**src/hdl/lcg_rg_pkg.sv**
```systemverilog
`timescale 1ns / 1ps

package lcg_rg_pkg;

  localparam int unsigned WORD_W  = 32;
  localparam int unsigned CELL_N  = WORD_W;  // one dividend bit per cell
  localparam int unsigned INDEX_W = 2;

  localparam logic [WORD_W-1:0] LCG_MUL    = 32'd19004983;
  localparam logic [WORD_W-1:0] LCG_ADD    = 32'd19004989;
  localparam logic [WORD_W-1:0] RESET_SEED = 32'd6089;
  localparam logic [WORD_W-1:0] RESET_MIN  = 32'd0;
  localparam logic [WORD_W-1:0] RESET_MAX  = 32'd10000;

  localparam logic [INDEX_W-1:0] REG_SEED = 2'd0;
  localparam logic [INDEX_W-1:0] REG_MIN  = 2'd1;
  localparam logic [INDEX_W-1:0] REG_MAX  = 2'd2;

  // One beat moving down the remainder chain.
  typedef struct packed {
    logic              valid;
    logic [WORD_W-1:0] rem;   // partial remainder, below dsr whenever dsr is nonzero
    logic [WORD_W-1:0] dvd;   // dividend, rotated left one bit per cell
    logic [WORD_W-1:0] dsr;   // span = max - min
    logic [WORD_W-1:0] lo;    // lower bound
    logic              err;   // empty range
  } div_beat_t;

endpackage

```
**src/hdl/lcg_rg_cell.sv**
```systemverilog
`timescale 1ns / 1ps

module lcg_rg_cell
  import lcg_rg_pkg::*;
(
  input  logic      clk,
  input  logic      rst_n,
  input  logic      adv,
  input  div_beat_t beat_in,
  output div_beat_t beat_out
);

  logic [WORD_W:0]   shifted;
  logic [WORD_W:0]   diff;
  logic [WORD_W-1:0] rem_nxt;
  div_beat_t         beat_r;

  // Shift in the next dividend bit, subtract the span if it fits.
  always_comb begin
    shifted = {beat_in.rem, beat_in.dvd[WORD_W-1]};
    diff    = shifted - {1'b0, beat_in.dsr};
    if (shifted >= {1'b0, beat_in.dsr}) begin
      rem_nxt = diff[WORD_W-1:0];
    end else begin
      rem_nxt = shifted[WORD_W-1:0];
    end
  end

  always_ff @(posedge clk) begin
    if (adv) begin
      beat_r.rem <= rem_nxt;
      beat_r.dvd <= {beat_in.dvd[WORD_W-2:0], beat_in.dvd[WORD_W-1]};
      beat_r.dsr <= beat_in.dsr;
      beat_r.lo  <= beat_in.lo;
      beat_r.err <= beat_in.err;
    end
    if (!rst_n) begin
      beat_r.valid <= 1'b0;
    end else if (adv) begin
      beat_r.valid <= beat_in.valid;
    end
  end

  assign beat_out = beat_r;

endmodule

```
**config.mk**
```make
export PLATFORM = sky130hd
export DESIGN_NAME = lcg_rg_cell
export DESIGN_NICKNAME = d
export VERILOG_FILES = /design/src/hdl/lcg_rg_pkg.sv /design/src/hdl/lcg_rg_cell.sv
export SDC_FILE = /design/constraint.sdc
export NUM_CORES = 1
export LEC_CHECK = 0
export ABC_CLOCK_PERIOD_IN_PS = 4650
export BUFFER_PORTS_ARGS = -buffer_cell sky130_fd_sc_hd__buf_2
export CORE_UTILIZATION = 52
export CTS_CLUSTER_DIAMETER = 30
export DETAILED_ROUTE_END_ITERATION = 7
export PLACE_DENSITY = 0.9
export SLEW_MARGIN = 20
export SYNTH_ARGS = -nofsm -noshare
export SYNTH_HDL_FRONTEND = slang
export SYNTH_SLANG_ARGS = --single-unit
```
**constraint.sdc**
```tcl
create_clock -name clk -period 4.65 [get_ports clk]
set_input_delay 0.465 -clock clk [delete_from_list [all_inputs] [get_ports clk]]
set_output_delay 0.465 -clock clk [all_outputs]
set_load 0.005 [all_outputs]
```
==> results.md <==
- CP Max Fanout: 25
- Post-route cell area: 8140 sq um
- DRC: 0
- Io pins: 263
- Fmax: 0.325 GHz
- Main synth FF type: edfxtp_1
- Final ANT Viol Nets: 0
- Layout Nets: 911
- R2R setup slack: 4.05 ns
- Top cell type's share of synthesized area: 63.4%
- Initial Utilization: 53.5%
- FP Rows: 39
- Initial DRC count: 349
- Final Hold Viols: 0
- R2R cell count: 2
- Worst R2R Start: beat_out[129]$_SDFFE_PN0P_
- Fin crit period: 3.07 ns
- TritonCTS clock tree: done
- Die width: 110 um
- Largest area contributor in the netlist: edfxtp_1
- Final setup vio count: 0
- Min-delay src: beat_in[81]
- GRT Util Overall: 27.4%
- Count leader, synth: edfxtp_1
- RSZ-0062 raised after global routing: no
- CTS Buf Count: 17
- Fin. max-slew vios: 0
- Post-synthesis register bit count: 130
- Final worst slack: 1.58 ns
- Critical path class: input pin to register
- Largest net degree at the start of global routing: 131
- Peak VDD IR: 0.000543 V
- CP endpoint kind: register
- Hold Path Class: input pin to register
- Post-CTS sizing: 0
- Vias: 4938
- Syn_area_per_cell: 12.8 sq um
- Die Ht: 110 um
- First-pass GRT wire length: 24.4 mm
- Post-Route Skew: 0 ns
- Worst Hold End: beat_out[82]$_DFFE_PP_
- Max reg flops: 130
- CP max-delay cell: a21oi_4
- Drt first pass iters: 6
- Antenna violations before repair: 1
- R2R Path End: beat_out[129]$_SDFFE_PN0P_
- H-tree depth: 4
- Post-synth EDFFs: 129
- Placed instance area: 7570 sq um
- Crit share post-route: 66.1%
- Gate Count Post-Synth: 477
- Actual slew at the worst max-slew pin: 1.06 ns
- MaxCap Viol Count: 0
- Status: finished clean
- Root Buffer: clkbuf_16
- Share of post-route cells with drive strength above 1: 39.8%
- Crit path cell chain: buf_2, inv_1, ha_1, a21o_1, a211oi_1, a21oi_1, o2111ai_1, nand2_1, a21oi_4, buf_4, o21ai_0
- CTS Sinks: 130
- GPL Wtd Cong: 0.862
- Vias per cell: 5.48
- Port bufs: 262
- Core Region: 11400 sq um
- Sequential-to-total area share from yosys stat: 63.7%
- PD cells: 405 nW/um^2
- Hold Path Depth: 1
- Clock Latency Late Sink: 0.41 ns
- CP peak stage delay: 0.61 ns
- # hold bufs at CTS: 0
- Fillers: 802
- Arrival time at the worst endpoint: 3.22 ns
- Slew headroom: 29.4%
- Reg clk slew, reported paths: 0.06 ns
- Total Die Area: 12200 sq um
- Yosys warnings: 0
- Routed wire length: 16.9 mm
- DR WL/cell: 18.8 um
- Most common library cells after synthesis: 129 x edfxtp_1, 46 x inv_1, 46 x nand2_1
- Post-synthesis instance area: 6110 sq um
- Mapped Nets: 643
- Pre-CTS WS: 1.16 ns
- Post-DP HPWL: 12.6 mm
- Worst path required time: 4.80 ns
- Leakage: 0.00361 uW
- Unique masters post-synth: 49
- Postcts setup bufs: 0
- GRT Residual Overflow: 0
- Clk buf depth: 2
- CP Launch Type: input pin
- Synth top area cells: edfxtp_1 63%, ha_1 6.6%, inv_1 2.8%, nand2_1 2.8%, a21oi_1 2.5%
- Vias in the first global route: 4813
- P&R area growth vs syn: 33.2%
- Ys async rst share: 0%
- Setup_tns: 0 ns
## cell usage in the layout, fill, tap and decap left out, drive strengths merged, types with 3 or more instances in the layout
cell type	n
inv	48
nand4	8
mux2	5
o2111ai	3
nor2	17
a21oi	30
nand2b	5
xnor2	13
o31ai	4
a21o	7
a41oi	3
ha	32
clkbuf	19
o21ai	38
clkinv	7
o21bai	5
nand2	46
buf	263
a211oi	4
nand3	5
o21a	8
nor3	5
a31oi	4
edfxtp	129
xor2	13
o211ai	5
## power breakdown
group / switching (uW) / total, uW / internal, uW
Clock: 495 / 1280 / 785
Sequential: 31.2 / 1460 / 1430
Combinational: 316 / 559 / 243
Total: 842 / 3300 / 2460
## layout make-up
class | instances | area (sq um) | area share, %
multi-input combinational | 286 | 1990 | 24.4
timing repair buffer | 264 | 1340 | 16.4
antenna | 1 | 2.50 | 0.0307
inverter | 46 | 173 | 2.12
clock buffer | 18 | 429 | 5.27
sequential | 130 | 3890 | 47.8
tap | 143 | 179 | 2.20
clock inverter | 13 | 138 | 1.69
## layer usage
layer	vias up	GRT usage [%]	part of all wire [%]
li1	2311	-	-
met1	2312	29.6	36
met2	274	48.7	51
met3	41	9.52	10
met4	0	11.3	2.7
met5	-	0	0
## cell families (layout without fill, tap and decap cells)
family                     after synthesis  count (layout)  synth area share [%]
and+or+nand+nor                         98              98                  7.39
muxes                                    6               6                  1.09
DFF                                    130             130                  63.7
buffers and inverters                   61             341                  3.89
AOI/OAI and AO/OA                      123             123                  13.3
other                                    0               1                     0
adders and majority gates               33              33                  6.88
xor gates and xnor gates                26              26                  3.73
## how the worst max path moves through the flow
stage / depth (start not counted) / endpoint / slack (ns) / from
2_1_floorplan: 12 / beat_out[125]$_DFFE_PP_ / 1.62 / beat_in[96]
3_3_place_gp: 11 / beat_out[119]$_DFFE_PP_ / 1.34 / beat_in[37]
3_5_place_dp: 11 / beat_out[117]$_DFFE_PP_ / 1.16 / beat_in[37]
4_1_cts: 11 / beat_out[119]$_DFFE_PP_ / 1.60 / beat_in[37]
5_1_grt: 11 / beat_out[111]$_DFFE_PP_ / 1.32 / beat_in[37]
6_report: 11 / beat_out[117]$_DFFE_PP_ / 1.58 / beat_in[37]
## through the flow
step           hold WS, ns  power [uW]  cells  util [%]
2_1_floorplan        0.507        1760    477         -
3_3_place_gp         0.495        2000    869      66.3
3_5_place_dp         0.511        2030    869      66.3
4_1_cts              0.207        3310    900      71.2
5_1_grt              0.203        3430    901      71.3
6_report             0.224        3300    901      71.3
## critical path, delay by kind of cell
family	cells	cell delay (ns)
adders and majority gates	1	0.35
buffers and inverters	3	0.48
and+or+nand+nor	1	0.17
AOI/OAI and AO/OA	6	1.75
(Power assumes the default switching activity.)
